===== config.mk =====
export PLATFORM = sky130hd
export DESIGN_NAME = sra_ctrl
export DESIGN_NICKNAME = d
export VERILOG_FILES = /design/src/rtl/sra_pkg.sv /design/src/rtl/sra_ctrl.sv
export SDC_FILE = /design/constraint.sdc
export NUM_CORES = 1
export LEC_CHECK = 0
export BUFFER_PORTS_ARGS = -buffer_cell sky130_fd_sc_hd__clkbuf_2
export CAP_MARGIN = 0
export CORE_MARGIN = 1.5
export CORE_UTILIZATION = 50
export CTS_BUF_LIST = sky130_fd_sc_hd__clkbuf_2 sky130_fd_sc_hd__clkbuf_4 sky130_fd_sc_hd__clkbuf_8
export DETAILED_ROUTE_END_ITERATION = 8
export PLACE_DENSITY_LB_ADDON = 0.1
export SKIP_CTS_REPAIR_TIMING = 1
export SYNTH_ARGS = -nofsm -noshare
export SYNTH_HDL_FRONTEND = slang
export SYNTH_SLANG_ARGS = --single-unit
export TNS_END_PERCENT = 20

===== constraint.sdc =====
create_clock -name clk -period 2.6 [get_ports clk]
set_input_delay 0.39 -clock clk [delete_from_list [all_inputs] [get_ports clk]]
set_output_delay 0.39 -clock clk [all_outputs]
set_load 0.02 [all_outputs]

===== src/rtl/sra_pkg.sv =====
// Shared types, constants and helpers of the sector run allocator.
`default_nettype none

package sra_pkg;

  localparam int MaxSectors = 8192;
  localparam int SlotCount  = 1024;
  localparam int HdrSectors = 2;

  typedef enum logic [1:0] {
    CMD_LOAD   = 2'd0,
    CMD_WRITE  = 2'd1,
    CMD_LOOKUP = 2'd2,
    CMD_RSVD   = 2'd3
  } cmd_t;

  typedef enum logic [2:0] {
    ST_LOADED   = 3'd0,
    ST_IN_PLACE = 3'd1,
    ST_MOVED    = 3'd2,
    ST_APPENDED = 3'd3,
    ST_FOUND    = 3'd4,
    ST_EMPTY    = 3'd5,
    ST_INVALID  = 3'd6,
    ST_NO_ROOM  = 3'd7
  } status_t;

  // where the reported sector fields come from
  typedef enum logic [1:0] {
    SRC_ZERO = 2'd0,
    SRC_OLD  = 2'd1,
    SRC_IN   = 2'd2,
    SRC_NEW  = 2'd3
  } src_t;

  typedef struct packed {
    logic    clear_step;
    logic    capture;
    logic    load_commit;
    logic    rng_old;
    logic    rng_val;
    logic    take;
    logic    take_append;
    logic    rng_step;
    logic    scan_init;
    logic    scan_step;
    logic    emit;
    status_t emit_status;
    src_t    emit_src;
  } ctl_t;

  typedef struct packed {
    logic clear_done;
    cmd_t cmd;
    logic too_big;
    logic in_place;
    logic old_valid;
    logic old_zero;
    logic load_fits;
    logic rng_last;
    logic scan_found;
    logic scan_end;
    logic grow_ok;
  } stat_t;

  // entry is nonzero and its sectors lie inside the store
  function automatic logic entry_fits(input logic [31:0] loc, input logic [13:0] total);
    entry_fits = (loc != 32'd0) &&
                 (({1'b0, loc[31:8]} + {17'd0, loc[7:0]}) <= {11'd0, total});
  endfunction

endpackage

`default_nettype wire


===== src/rtl/sra_ctrl.sv =====
// Command sequencer of the sector run allocator.
`default_nettype none

module sra_ctrl (
  input  logic          clk,
  input  logic          rst,
  input  logic          start,
  output logic          busy,
  input  sra_pkg::stat_t stat,
  output sra_pkg::ctl_t  ctl
);
  import sra_pkg::*;

  typedef enum logic [5:0] {
    S_CLEAR  = 6'b000001,
    S_IDLE   = 6'b000010,
    S_DECIDE = 6'b000100,
    S_FREE   = 6'b001000,
    S_SCAN   = 6'b010000,
    S_RANGE  = 6'b100000
  } state_t;

  state_t  state, state_next;
  status_t fin_status, fin_status_next;
  src_t    fin_src, fin_src_next;

  assign busy = (state != S_IDLE);

  always_comb begin
    ctl             = '0;
    state_next      = state;
    fin_status_next = fin_status;
    fin_src_next    = fin_src;
    case (state)
      S_CLEAR: begin
        ctl.clear_step = 1'b1;
        if (stat.clear_done) state_next = S_IDLE;
      end
      S_IDLE: begin
        if (start) begin
          ctl.capture = 1'b1;
          state_next  = S_DECIDE;
        end
      end
      S_DECIDE: begin
        case (stat.cmd)
          CMD_LOAD: begin
            ctl.load_commit = 1'b1;
            if (stat.load_fits) begin
              fin_status_next = ST_LOADED;
              fin_src_next    = SRC_IN;
              state_next      = S_RANGE;
            end else begin
              ctl.emit        = 1'b1;
              ctl.emit_status = ST_LOADED;
              ctl.emit_src    = SRC_IN;
              state_next      = S_IDLE;
            end
          end
          CMD_LOOKUP: begin
            ctl.emit   = 1'b1;
            state_next = S_IDLE;
            if (stat.old_zero) begin
              ctl.emit_status = ST_EMPTY;
              ctl.emit_src    = SRC_ZERO;
            end else if (!stat.old_valid) begin
              ctl.emit_status = ST_INVALID;
              ctl.emit_src    = SRC_OLD;
            end else begin
              ctl.emit_status = ST_FOUND;
              ctl.emit_src    = SRC_OLD;
            end
          end
          CMD_WRITE: begin
            if (stat.too_big) begin
              ctl.emit        = 1'b1;
              ctl.emit_status = ST_NO_ROOM;
              ctl.emit_src    = SRC_ZERO;
              state_next      = S_IDLE;
            end else if (stat.in_place) begin
              ctl.emit        = 1'b1;
              ctl.emit_status = ST_IN_PLACE;
              ctl.emit_src    = SRC_OLD;
              state_next      = S_IDLE;
            end else if (stat.old_valid) begin
              // release the old sectors before searching
              ctl.rng_old = 1'b1;
              ctl.rng_val = 1'b0;
              state_next  = S_FREE;
            end else begin
              ctl.scan_init = 1'b1;
              state_next    = S_SCAN;
            end
          end
          default: begin
            ctl.emit        = 1'b1;
            ctl.emit_status = ST_INVALID;
            ctl.emit_src    = SRC_ZERO;
            state_next      = S_IDLE;
          end
        endcase
      end
      S_FREE: begin
        ctl.rng_step = 1'b1;
        if (stat.rng_last) begin
          ctl.scan_init = 1'b1;
          state_next    = S_SCAN;
        end
      end
      S_SCAN: begin
        ctl.scan_step = 1'b1;
        if (stat.scan_found) begin
          ctl.take        = 1'b1;
          fin_status_next = ST_MOVED;
          fin_src_next    = SRC_NEW;
          state_next      = S_RANGE;
        end else if (stat.scan_end) begin
          if (stat.grow_ok) begin
            ctl.take        = 1'b1;
            ctl.take_append = 1'b1;
            fin_status_next = ST_APPENDED;
            fin_src_next    = SRC_NEW;
            state_next      = S_RANGE;
          end else if (stat.old_valid) begin
            // put the old sectors back in use
            ctl.rng_old     = 1'b1;
            ctl.rng_val     = 1'b1;
            fin_status_next = ST_NO_ROOM;
            fin_src_next    = SRC_ZERO;
            state_next      = S_RANGE;
          end else begin
            ctl.emit        = 1'b1;
            ctl.emit_status = ST_NO_ROOM;
            ctl.emit_src    = SRC_ZERO;
            state_next      = S_IDLE;
          end
        end
      end
      S_RANGE: begin
        ctl.rng_step = 1'b1;
        if (stat.rng_last) begin
          ctl.emit        = 1'b1;
          ctl.emit_status = fin_status;
          ctl.emit_src    = fin_src;
          state_next      = S_IDLE;
        end
      end
      default: begin
        state_next = S_IDLE;
      end
    endcase
  end

  always_ff @(posedge clk) begin
    if (rst) begin
      state      <= S_CLEAR;
      fin_status <= ST_LOADED;
      fin_src    <= SRC_ZERO;
    end else begin
      state      <= state_next;
      fin_status <= fin_status_next;
      fin_src    <= fin_src_next;
    end
  end

endmodule

`default_nettype wire


==> flow_results.org, run 1 <==
** Run status
- Outcome :: finished, violations left
- Violated checks :: setup timing

** Logic synthesis
- Most used standard cells in the synthesized netlist :: sky130_fd_sc_hd__dfxtp_1, sky130_fd_sc_hd__nor2_1, sky130_fd_sc_hd__inv_1, sky130_fd_sc_hd__nand2_1, sky130_fd_sc_hd__nand2b_1
- Top cell type by total area after synthesis :: sky130_fd_sc_hd__dfxtp_1
- Number of flops mapped to enable cells by yosys :: 0
- Cell area after technology mapping :: 871 µm²
- Post-synth net total :: 134
- Summed over its instances, the top area cell type makes up 25.3% of the synthesized netlist area.
- Post-synth cell types :: 39
- Proportion of synthesized chip area in sequential cells :: about a quarter
- Top flip-flop cell by instance count after synthesis :: sky130_fd_sc_hd__dfxtp_1
- Counting flops with an async set or reset pin after synthesis yields a share of 0%.
- Average cell area after synthesis :: 7.32 µm²
- Yosys attributes the largest share of cell area to sky130_fd_sc_hd__dfxtp_1, sky130_fd_sc_hd__nand2b_1, sky130_fd_sc_hd__nor2_1, sky130_fd_sc_hd__a31oi_1, sky130_fd_sc_hd__nor3_1.
- Syn Inst Count :: 119
- Synthesis warning total :: 0
- Number of synthesized register bits :: 11

** STA
- Final period util :: 103%
- Timing would allow up to 372 MHz.
- The number of max-slew violations in the final report is 0.
- The tightest hold path in the finished design has a slack of between 300 and 400 ps.
- Setup repair after global routing missed its margin :: true
- At the pin with the least slew margin, the transition time is 488 ps.
- The clock arrives with 2.68 ps of skew.
- Total of endpoints with negative setup slack in the final report :: 5
- The final number of hold-violating endpoints came to 0.
- Headroom to the max-slew limit came out at between 60 and 70%.
- After layout, the worst setup slack is -90.5 ps.
- For the finished layout, the period the worst path requires is 2690 ps.

** Critical path
- The worst register-to-register path begins at state[3]$_SDFFE_PP0P_.
- Reg-to-Reg End :: state[3]$_SDFFE_PP0P_
- The most critical setup path has its endpoint at ctl[4].
- Reg-to-reg setup timing slack :: roughly 680 ps
- STA classifies the critical path startpoint as a flip-flop.
- Critical path capture point type :: output port
- Critical Path Start :: state[3]$_SDFFE_PP0P_
- STA puts the critical path data arrival time at 2300 ps.
- Required time of the critical path :: 2210 ps
- Crit Path Max Fanout :: 7
- Measured in cells, the most critical reg-to-reg path has a length of 5.
- Type of the worst setup path :: flip-flop to output port

** Power and ir drop
- In this run the static leakage power is 0.000494 µW.
- Power per cell area :: 360 nW/µm²
- Sequential cell fraction of total power :: 44.7%
- Combinational cell fraction of total power :: 22.9%
- Across the VDD grid, the largest voltage drop is 0.355 mV.
- Reported net switching power :: 120 µW
- Part of the power in the clock network :: ~32%
- Internal power comes to 278 µW.
- Proportion of total power due to net switching :: 30.3%

** Floorplanning
- 32 I/O pins were placed.
- Floorplan die height :: 44.7 µm
- Die ar. :: 2000 µm²
- The core region is ~1600 µm².
- Measured along the x axis, the die boundary spans approximately 45 µm.
- Once the floorplan was initialized, standard cells occupied between 50% and 60% of the core.
- Row generation in the floorplan step produced 14 rows.

** Global routing
- Vias in the first global route :: 927
- For this run the aggregate overflow at the end of global routing stands at 0.
- The layer flagged by global routing as most heavily used is met2.
- The initial antenna violation count is 0.
- Global routing consumed, on the met3 layer, under 10% of the routing resources.
- GRT met1 Usage :: 37.0%
- For this run, the total global-route usage over all layers was measured as 26.6%.
- Largest net degree at the start of global routing :: 11
- Global-route wire length before repair :: roughly 4000 µm
- Met2 Resource Use GR :: between 40% and 50%

** Drt
- After detailed routing, the total wire length is 2470 µm.
- In the routed design, unresolved DRC markers number 0.
- In the final routed layout, each cell accounts on average for 14.7 µm.
- Detailed routing inserted a total of 1065 vias.
- Before antenna repair, the detailed router went through 5 iterations.
- Antenna-violating nets left :: 0
- For this block, the initial DRC count from the detailed router was 29.
- Vias/cell :: about 6.3

** Placed design
- Input/output buffers :: 31
- Before CTS, the worst setup slack after placement is ~140 ps.
- Placement-stage cell area :: 1050 µm²
- GPL Wtd Cong :: 0.901
- The HPWL after detailed placement is 1860 µm.

** Finish
- Reg area :: approximately 220 µm²
- Compared with the post-synthesis result, the final layout area differs by 27.0%.
- Number of antenna diodes :: 0
- The final layout contains ~170 nets.
- At the end of the flow the core is filled with cells to 70.9%.
- Final design instance area without fill :: 1110 µm²
- Share of final-layout standard cells stronger than drive strength 1 :: 30.9%
- Fillers :: 131
- Multi-input gate area in the final layout :: 593 µm²

** Clocking
- TritonCTS sink count :: 11
- CTS built an H-tree with a depth of 1.
- The clock reaches the later pin of the worst-skew pair after 270 ps.
- Buffer depth of the longest clock path :: 2
- TritonCTS built the clock tree.
- Reg clk slew, reported paths :: ~70 ps
- The tree is rooted in a sky130_fd_sc_hd__clkbuf_4.
- Clock tree synthesis inserted a total of 3 buffers.

** Worst hold path
- In this run the worst hold path is classified as primary input to flip-flop.
- Hold path depth :: 2

** Run
- Max-cap violations in this run came to 0.
## stage by stage
step	instances	setup TNS (ps)	power (µW)
after floorplan	119	0	235
after global placement	164	0	266
after detailed placement	164	0	268
after CTS	168	-738	394
after global routing	168	-675	416
final	168	-366	398
## area by class of cell
| type | count | share of cell area, % |
|---|---|---|
| well taps | 16 | 1.81 |
| repair buffers | 36 | 19.1 |
| multi-input cells | 93 | 53.6 |
| clock buffers | 4 | 2.71 |
| inverters | 8 | 2.71 |
| flip-flops and latches | 11 | 20.0 |
## flip-flops by register name, summed over array words and instances, names as in the netlist
signal,cells
state,6
fin_status,3
fin_src,2
## critical path, stage by stage, from the launching register on
cell	delay, ps
sky130_fd_sc_hd__dfxtp_2	350
sky130_fd_sc_hd__or4_4	540
sky130_fd_sc_hd__or3_4	370
sky130_fd_sc_hd__or4b_4	530
sky130_fd_sc_hd__o211ai_2	90
sky130_fd_sc_hd__buf_6	140
## layout by cell type, fill, tap and decap left out, types with 2 or more instances in the layout
| cell type | n |
|---|---|
| sky130_fd_sc_hd__o211ai_1 | 2 |
| sky130_fd_sc_hd__nand2b_1 | 8 |
| sky130_fd_sc_hd__nand2_1 | 8 |
| sky130_fd_sc_hd__nor3_1 | 7 |
| sky130_fd_sc_hd__clkbuf_4 | 4 |
| sky130_fd_sc_hd__or4_1 | 3 |
| sky130_fd_sc_hd__nor2_1 | 11 |
| sky130_fd_sc_hd__nor4_1 | 4 |
| sky130_fd_sc_hd__dfxtp_1 | 10 |
| sky130_fd_sc_hd__a31oi_1 | 6 |
| sky130_fd_sc_hd__inv_1 | 8 |
| sky130_fd_sc_hd__o22ai_1 | 3 |
| sky130_fd_sc_hd__clkbuf_2 | 25 |
| sky130_fd_sc_hd__or3_1 | 2 |
| sky130_fd_sc_hd__buf_4 | 10 |
| sky130_fd_sc_hd__a22oi_1 | 2 |
| sky130_fd_sc_hd__or3b_1 | 2 |
| sky130_fd_sc_hd__a211oi_1 | 4 |
| sky130_fd_sc_hd__a21oi_1 | 5 |
| sky130_fd_sc_hd__o32ai_1 | 3 |
| sky130_fd_sc_hd__o21ai_0 | 4 |
| sky130_fd_sc_hd__a22o_1 | 2 |
## kinds of logic (layout without fill, tap and decap cells)
family	after synthesis	count (layout)	synth area share [%]
flip-flops	11	11	25.3
XOR/XNOR	1	1	1.01
AO/OA/AOI/OAI	38	38	31.2
AND/OR/NAND/NOR	54	54	35.5
buffers and inverters	15	48	7.04
## worst min-delay path by stage
stage / slack [ps] / startpoint / to
finish: 350 / stat[4] / fin_status[1]$_SDFFE_PP0P_
floorplan: 460 / fin_src[0]$_SDFFE_PP0P_ / fin_src[0]$_SDFFE_PP0P_
global placement: 520 / fin_src[0]$_SDFFE_PP0P_ / fin_src[0]$_SDFFE_PP0P_
global route: 350 / stat[4] / fin_status[1]$_SDFFE_PP0P_
detailed placement: 520 / fin_src[0]$_SDFFE_PP0P_ / fin_src[0]$_SDFFE_PP0P_
CTS: 330 / stat[4] / fin_status[1]$_SDFFE_PP0P_
## power by group through the flow
| stage | Clock (µW) | Combinational (µW) | Sequential, µW |
|---|---|---|---|
| after CTS | 129 | 87.6 | 178 |
| final | 129 | 91.2 | 178 |
| after global placement | 0 | 84.7 | 181 |
| after floorplan | 0 | 54.9 | 180 |
| after detailed placement | 0 | 86.9 | 182 |
| after global routing | 137 | 99.9 | 179 |
## per-layer routing
layer / vias up / part of all wire, %
met3: 7 / 7.9
li1: 524 / -
met5: - / 0
met4: 0 / 1.6
met1: 482 / 47
met2: 52 / 44
Power figures use the tool's default switching activity.
==> inputs of run 2 (changes only) <==
CORE_UTILIZATION = 32   (was 50)
MAX_ROUTING_LAYER = met4   (was not set)
clock period = 2.55 ns   (was 2.6 ns; I/O delays follow)
==> run 2 against run 1 <==
The run still ends with setup timing left; setup slack improved by 1.4 ps; count of clock-buffer cells in the layout unchanged; total power increased by 3.2%; critical path type unchanged; largest power group unchanged; highest routed layer unchanged.
==> flow_results.org, run 2 (synthesis results as in run 1) <==
** Run status
- Outcome :: finished, violations left (unchanged)
- Violated checks: setup timing (unchanged).

** Drt
- Total wirelength of the detailed-routed design :: 2680 µm (was 2470 µm)
- The first-iteration detailed-routing DRC count came to 19 (was 29).
- Length of the first detailed-routing pass in iterations :: 5 (unchanged)
- The total vias in the final route was 1094 (was 1065).
- The final routed DRC violation total came to 0 (unchanged).
- The number of vias per cell came to 5.88 (was 6.34).
- The number of nets still failing antenna checks after routing was 0 (unchanged).
- Routed length per placed instance :: 14.4 µm (was 14.7 µm)

** Critical path
- Critical Path, Cell by Cell :: or4_4 -> or3_4 -> or4b_4 -> o211ai_2 -> buf_6 (unchanged)
- Critical path startpoint category :: flip-flop (unchanged)
- The source of the critical timing path is state[3]$_SDFFE_PP0P_ (unchanged).
- Crit Path Max Fanout :: 5 (was 7)
- Reg-to-reg setup timing slack :: 570 ps (was 680 ps)
- Worst setup path end :: ctl[4] (unchanged)
- Type of the worst setup path :: flip-flop to output port (unchanged)
- The kind of end point of the critical path is an output port (unchanged).
- Critical-path top delay cell :: sky130_fd_sc_hd__or4_4 (unchanged)
- WP data arrival :: 2260 ps (was 2300 ps)
- Count of buffering cells on the critical path with inverters included :: 1 (unchanged)
- Critical Path Max Stage Delay :: 540 ps (about the same)
- The startpoint of the most critical register-to-register path is state[4]$_SDFFE_PP0P_ (was state[3]$_SDFFE_PP0P_).
- Reg-to-Reg End :: state[3]$_SDFFE_PP0P_ (unchanged)
- The path depth of the worst reg2reg path came to 5 (unchanged).
- Required time of the critical path :: 2170 ps (was 2210 ps)
- The family with the most delay on the worst path was simple AND/OR/NAND/NOR gates (unchanged).
- Depth of the critical timing path with buffers and inverters included :: 5 (unchanged)

** STA
- Worst rel slew slack :: 66.0% (was 67.2%)
- Final period util :: 103%
- The slew at the pin closest to its max-slew limit is 505 ps (was 488 ps).
- Hold slack final :: 322 ps (was 346 ps)
- The final clock skew is 7.24 ps (was 2.68 ps).
- The final number of hold-violating endpoints came to 0 (unchanged).
- Total of endpoints with negative setup slack in the final report :: 5 (unchanged)
- Static timing analysis puts the maximum clock frequency at between 300 and 400 MHz.
- The worst path in the final design needs a cycle of 2640 ps, including I/O delays and setup.
- Max Slew Vio Count :: 0 (unchanged)
- Setup repair after global routing missed its margin :: true (unchanged)
- The final setup slack of the worst path is -89.1 ps (was -90.5 ps).

** Floorplanning
- The standard-cell row count is 18 (was 14).
- Number of placed I/O pins :: 32 (unchanged)
- The placeable core region came to 2520 µm² (was 1560 µm²).
- The effective utilization at floorplan is 34.5% (was 55.9%).
- The die area came to 3040 µm² (was 2000 µm²).
- The die boundary height is 55.2 µm (was 44.7 µm).
- The floorplan die width was 55.2 µm (was 44.7 µm).

** Run
- The max-capacitance violation count came to 0 (unchanged).

** Finish
- The signed area change from the synthesized netlist to the final layout was 32.3% (was 27.0%).
- Utilization after layout :: 45.7% (was 70.9%)
- The flip-flop and latch area was 220 µm² (was 221 µm²).
- The multi-input gate area in the final layout was 593 µm² (unchanged).
- The number of antenna diodes came to 0 (unchanged).
- Largest registers in the final layout: state (6), fin_status (3), fin_src (2) (unchanged).
- Most frequent cells in the layout :: sky130_fd_sc_hd__clkbuf_2, sky130_fd_sc_hd__buf_4, sky130_fd_sc_hd__nor2_1, sky130_fd_sc_hd__dfxtp_1 (was sky130_fd_sc_hd__clkbuf_2, sky130_fd_sc_hd__nor2_1, sky130_fd_sc_hd__dfxtp_1, sky130_fd_sc_hd__buf_4)
- The count of fill cells added during filler insertion was 279 (was 131).
- The net total in the final layout was 172 (was 168).
- The share of post-route cells with drive strength above 1 came to 32.1% (was 30.9%).
- Final design instance area without fill :: 1150 µm² (was 1110 µm²)
- The leading cell type in the layout, fill and taps excluded was sky130_fd_sc_hd__clkbuf_2 (unchanged).
- The flip-flop count of the largest register after layout is 6 (unchanged).
- The register ranked first by flip-flop count is state (unchanged).

** Power and ir drop
- Sequential cell fraction of total power :: 43.1% (was 44.7%)
- The part of the total power dissipated in the clock network was 32.2% (was 32.4%).
- The switching share of total power was 30.1% (was 30.3%).
- The leakage power is 0.000514 µW (was 0.000494 µW).
- Worst vdd rail ir drop :: 0.343 mV (was 0.355 mV)
- The proportion of power drawn by combinational gates is 24.7% (was 22.9%).
- The cell internal power dissipation is 287 µW (was 278 µW).
- The net load switching power came to 124 µW (was 120 µW).
- The power per unit of standard cell area is 356 nW/µm² (was 360 nW/µm²).

** Global routing
- The pin count of the biggest net entering global routing was 11 (unchanged).
- Vias in the first global route :: 877 (was 927)
- The total routing usage reported by global routing came to 19.5% (was 26.6%).
- The first-pass GRT wire length came to 4070 µm (was 3990 µm).
- GRT met1 Usage :: 25.8% (was 37.0%)
- Met2 Resource Use GR :: 30.8% (was 43.2%)
- The initial antenna violation count is 0 (unchanged).
- The global routing's busiest layer is met2 (unchanged).
- The global-route track usage on met3 was 2.69% (was 2.40%).
- Overflow after GRT :: 0 (unchanged)

** Placed design
- GPL Wtd Cong :: 0.825 (was 0.901)
- The placed instance area is 1100 µm² (was 1050 µm²).
- The number of port buffers came to 31 (unchanged).
- The placed wire-length estimate came to 2100 µm (was 1860 µm).
- Pre-CTS WS :: 150 ps (was 139 ps)

** Clocking
- H-tree depth :: 1 (unchanged)
- The register clock-pin slew on the reported worst setup and hold paths is 80 ps (was 70 ps).
- Buffer depth of the longest clock path :: 2 (unchanged)
- Clock Root Buffer :: sky130_fd_sc_hd__clkbuf_4 (unchanged)
- CTS tree :: built (unchanged)
- Number of CTS-inserted buffers :: 3 (unchanged)
- The number of clock sinks was 11 (unchanged).
- The clock insertion delay at the later pin of the skew report was 270 ps (about the same).

** Worst hold path
- Type of the most critical hold path :: primary input to flip-flop (unchanged)
-- run 2: power by group through the flow --
stage	Sequential (µW)	Clock (µW)	Combinational, µW
floorplan	183	0	55.9
finish	177	132	102
detailed placement	181	0	98.7
global route	178	140	111
global placement	181	0	97.0
CTS	177	133	99.3
-- run 2: through the flow --
step	power (µW)	instances	TNS [ps]
after floorplan	239	119	0
after global placement	278	182	0
after detailed placement	280	182	0
after CTS	409	186	-670
after global routing	429	186	-622
final	411	186	-368
-- run 2: final cells by class --
class	count	share of cell area, %
clock buffers	4	2.61
inverters	8	2.61
multi-input cells	93	51.5
flip-flops and latches	11	19.1
well taps	30	3.26
repair buffers	40	21.0
-- run 2: worst min path at each step --
stage                             from                          to  slack [ps]  depth (start not counted)
2_1_floorplan  fin_src[0]$_SDFFE_PP0P_     fin_src[0]$_SDFFE_PP0P_         460                          1
3_3_place_gp   fin_src[0]$_SDFFE_PP0P_     fin_src[0]$_SDFFE_PP0P_         530                          1
3_5_place_dp   fin_src[0]$_SDFFE_PP0P_     fin_src[0]$_SDFFE_PP0P_         530                          1
4_1_cts                        stat[4]  fin_status[1]$_SDFFE_PP0P_         330                          2
5_1_grt                        stat[4]  fin_status[1]$_SDFFE_PP0P_         350                          2
6_report                       stat[4]  fin_status[1]$_SDFFE_PP0P_         320                          2
-- run 2: routing by layer --
metal	routed length [µm]	part of all wire, %	vias up
li1	-	-	539
met1	1240	46	494
met2	1190	44	53
met3	210	7.8	8
met4	42	1.6	0
met5	0	0	-
==> inputs of run 3 (changes only) <==
==> constraint.sdc (replaced) <==
create_clock -name clk -period 2.55 [get_ports clk]
set_input_delay 0 -clock clk [delete_from_list [all_inputs] [get_ports clk]]
set_output_delay 0 -clock clk [all_outputs]
set_load 0.02 [all_outputs]
==> run 3 against run 2 <==
The run ends with hold timing left; total power fell by 2.5%; sequential cell count did not move; non-clock buffer count fell by 5; largest power group unchanged; highest routed layer unchanged.
==> flow_results.org, run 3 (synthesis results as in run 1) <==
** Run status
- Outcome :: finished, violations left (unchanged)
- Violated checks: hold timing (was setup timing).

** Clocking
- The clock tree from TritonCTS is built (unchanged).
- The clock insertion delay at the later pin of the skew report is 260 ps (was 270 ps).
- Reg clk slew, reported paths :: 70 ps (was 80 ps)
- The total clock buffers created by CTS is 3 (unchanged).
- TritonCTS sink count :: 11 (unchanged)
- The number of buffers on the longest clock path is 2 (unchanged).
- The clock root buffer was sky130_fd_sc_hd__clkbuf_4 (unchanged).
- The deepest level of the CTS H-tree came to 1 (unchanged).

** Power and ir drop
- Power per cell area :: 364 nW/µm² (was 356 nW/µm²)
- The cell internal power dissipation was 281 µW (was 287 µW).
- Sequential cell fraction of total power :: 45.3% (was 43.1%)
- Leak Pwr :: 0.000482 µW (was 0.000514 µW)
- The part of the total power dissipated in the clock network was 31.8% (was 32.2%).
- The peak supply drop came to 0.252 mV (was 0.343 mV).
- Proportion of total power due to net switching :: 29.7% (was 30.1%)
- The net load switching power was 119 µW (was 124 µW).
- The proportion of power drawn by combinational gates is 22.9% (was 24.7%).

** Floorplanning
- The floorplan die width was 55.2 µm (unchanged).
- Floorplan die height :: 55.2 µm (unchanged)
- Die ar. :: 3040 µm² (unchanged)
- The placeable core region was 2520 µm² (unchanged).
- Number of core rows :: 18 (unchanged)
- The effective utilization at floorplan came to 34.5% (unchanged).
- The number of primary I/O pins was 32 (unchanged).

** Global routing
- GR Util All Layers :: 18.5% (was 19.5%)
- The number of global-route vias before repair was 823 (was 877).
- Busiest metal layer after global routing :: met1 (was met2)
- The initial antenna violation count is 0 (unchanged).
- The global routing usage on met1 came to 27.6% (was 25.8%).
- M3 GR Usage :: 1.61% (was 2.69%)
- Overflow after GRT :: 0 (unchanged)
- Met2 Resource Use GR :: 26.0% (was 30.8%)
- The first-pass GRT wire length was 3940 µm (was 4070 µm).
- Largest net degree at the start of global routing :: 11 (unchanged)

** Critical path
- Reg-to-Reg End :: state[3]$_SDFFE_PP0P_ (unchanged)
- Critical path startpoint category :: flip-flop (unchanged)
- The top fanout value on the critical path came to 7 (was 5).
- The critical path arrival is 2410 ps (was 2260 ps).
- Worst setup path end :: ctl[4] (unchanged)
- Critical path capture point type :: output port (unchanged)
- Reg2Reg Depth :: 4 (was 5)
- Type of the worst setup path :: flip-flop to output port (unchanged)
- The critical path data required time was 2550 ps (was 2170 ps).
- Critical Path Start :: state[3]$_SDFFE_PP0P_ (unchanged)
- Worst reg2reg startpoint :: state[4]$_SDFFE_PP0P_ (unchanged)
- The slack of the worst reg-to-reg path is 650 ps (was 570 ps).

** Finish
- The number of standard cells in the layout, taps in and fillers out came to 181 (was 186).
- The net total in the final layout is 167 (was 172).
- Fillers :: 273 (was 279)
- Largest registers in the final layout :: state (6), fin_status (3), fin_src (2) (unchanged)
- The post-route cell area was 1100 µm² (was 1150 µm²).
- The number of antenna diodes was 0 (unchanged).
- Share of final-layout standard cells stronger than drive strength 1 :: 29.1% (was 32.1%)
- Reg area :: 220 µm² (unchanged)
- Most common library cell in the layout ignoring fill and taps :: sky130_fd_sc_hd__clkbuf_2 (unchanged)
- The register ranked first by flip-flop count was state (unchanged).
- Largest register FFs :: 6 (unchanged)
- The signed area change from the synthesized netlist to the final layout is 26.1% (was 32.3%).
- The multi-input gate area in the final layout is 593 µm² (unchanged).
- Most frequent cells in the layout :: sky130_fd_sc_hd__clkbuf_2, sky130_fd_sc_hd__nor2_1, sky130_fd_sc_hd__dfxtp_1 (was sky130_fd_sc_hd__clkbuf_2, sky130_fd_sc_hd__buf_4, sky130_fd_sc_hd__nor2_1, sky130_fd_sc_hd__dfxtp_1)

** STA
- Max Slew Vio Count :: 0 (unchanged)
- The final number of hold-violating endpoints was 1 (was 0).
- The final setup slack of the worst path came to 136 ps (was -89.1 ps).
- Setup repair after global routing missed its margin: false (was true).
- Total negative setup slack :: 0 ps (was -368 ps)
- The final clock skew was 2.17 ps (was 7.24 ps).
- Final period util :: 94.7% (was 103%)
- Worst rel slew slack :: 63.1% (was 66.0%)
- The shortest clock period the worst path allows after layout came to 2410 ps (was 2640 ps).
- The number of failing setup endpoints in the final timing report is 0 (was 5).
- Top achievable clock speed :: 414 MHz (was 379 MHz)
- The worst hold margin is -11.0 ps (was 322 ps).
- Measured slew at the worst slew-check pin :: 548 ps (was 505 ps)

** Placed design
- The placed wire-length estimate is 2010 µm (was 2100 µm).
- Pre-CTS WS :: 336 ps (was 150 ps)
- Input/output buffers :: 31 (unchanged)
- Number of cells after detailed placement :: 176 (was 182)
- GPL Wtd Cong :: 0.824 (was 0.825)
- The placed instance area came to 1050 µm² (was 1100 µm²).

** Drt
- Length of the first detailed-routing pass in iterations :: 4 (was 5)
- Routed length per placed instance :: 14.3 µm (was 14.4 µm)
- The first-iteration detailed-routing DRC count is 23 (was 19).
- The total length of routed wires is 2590 µm (was 2680 µm).
- The number of nets still failing antenna checks after routing came to 0 (unchanged).
- DRC :: 0 (unchanged)
- Total number of vias :: 1023 (was 1094)
- Vias/cell :: 5.65 (was 5.88)

** Worst hold path
- Type of the most critical hold path :: primary input to flip-flop (unchanged)

** Run
- Max-capacitance violation count :: 0 (unchanged)
-- run 3: power by group through the flow --
stage          clock, µW  sequential [µW]  combinational, µW
2_1_floorplan          0              183               55.9
3_3_place_gp           0              185               85.8
3_5_place_dp           0              185               87.3
4_1_cts              131              181               87.9
5_1_grt              144              182                101
6_report             127              181               91.6
-- run 3: per-layer routing --
layer  part of all wire [%]  vias up
li1                       -      525
met1                     49      465
met2                     45       31
met3                    5.7        2
met4                   0.54        0
met5                      0        -
-- run 3: metrics by stage --
| step | hold slack [ps] | power, µW | util (%) |
|---|---|---|---|
| after floorplan | 97.0 | 239 | - |
| after global placement | 224 | 270 | 41.8 |
| after detailed placement | 222 | 272 | 41.8 |
| after CTS | -58.4 | 400 | 43.0 |
| after global routing | 24.4 | 427 | 43.6 |
| final | -11.0 | 400 | 43.6 |
-- run 3: worst max-delay path: stages (launching register included) --
cell,delay [ps]
sky130_fd_sc_hd__dfxtp_1,370
sky130_fd_sc_hd__or4_4,610
sky130_fd_sc_hd__or3_4,380
sky130_fd_sc_hd__or4b_4,530
sky130_fd_sc_hd__o211ai_2,80
sky130_fd_sc_hd__clkbuf_2,180
-- run 3: cell type report --
class | instances | area share [%]
clock buffers | 4 | 2.73
flip-flops and latches | 11 | 20.0
multi-input cells | 93 | 54.0
inverters | 8 | 2.73
well taps | 30 | 3.42
repair buffers | 35 | 17.1
-- run 3: worst min-delay path by stage --
| stage | start | end | slack [ps] | cells after the start |
|---|---|---|---|---|
| floorplan | stat[4] | fin_status[1]$_SDFFE_PP0P_ | 100 | 1 |
| global placement | stat[4] | fin_status[1]$_SDFFE_PP0P_ | 220 | 2 |
| detailed placement | stat[4] | fin_status[1]$_SDFFE_PP0P_ | 220 | 2 |
| CTS | stat[4] | fin_status[1]$_SDFFE_PP0P_ | -60 | 2 |
| global route | start | state[2]$_SDFFE_PP0P_ | 20 | 3 |
| finish | start | state[2]$_SDFFE_PP0P_ | -10 | 3 |
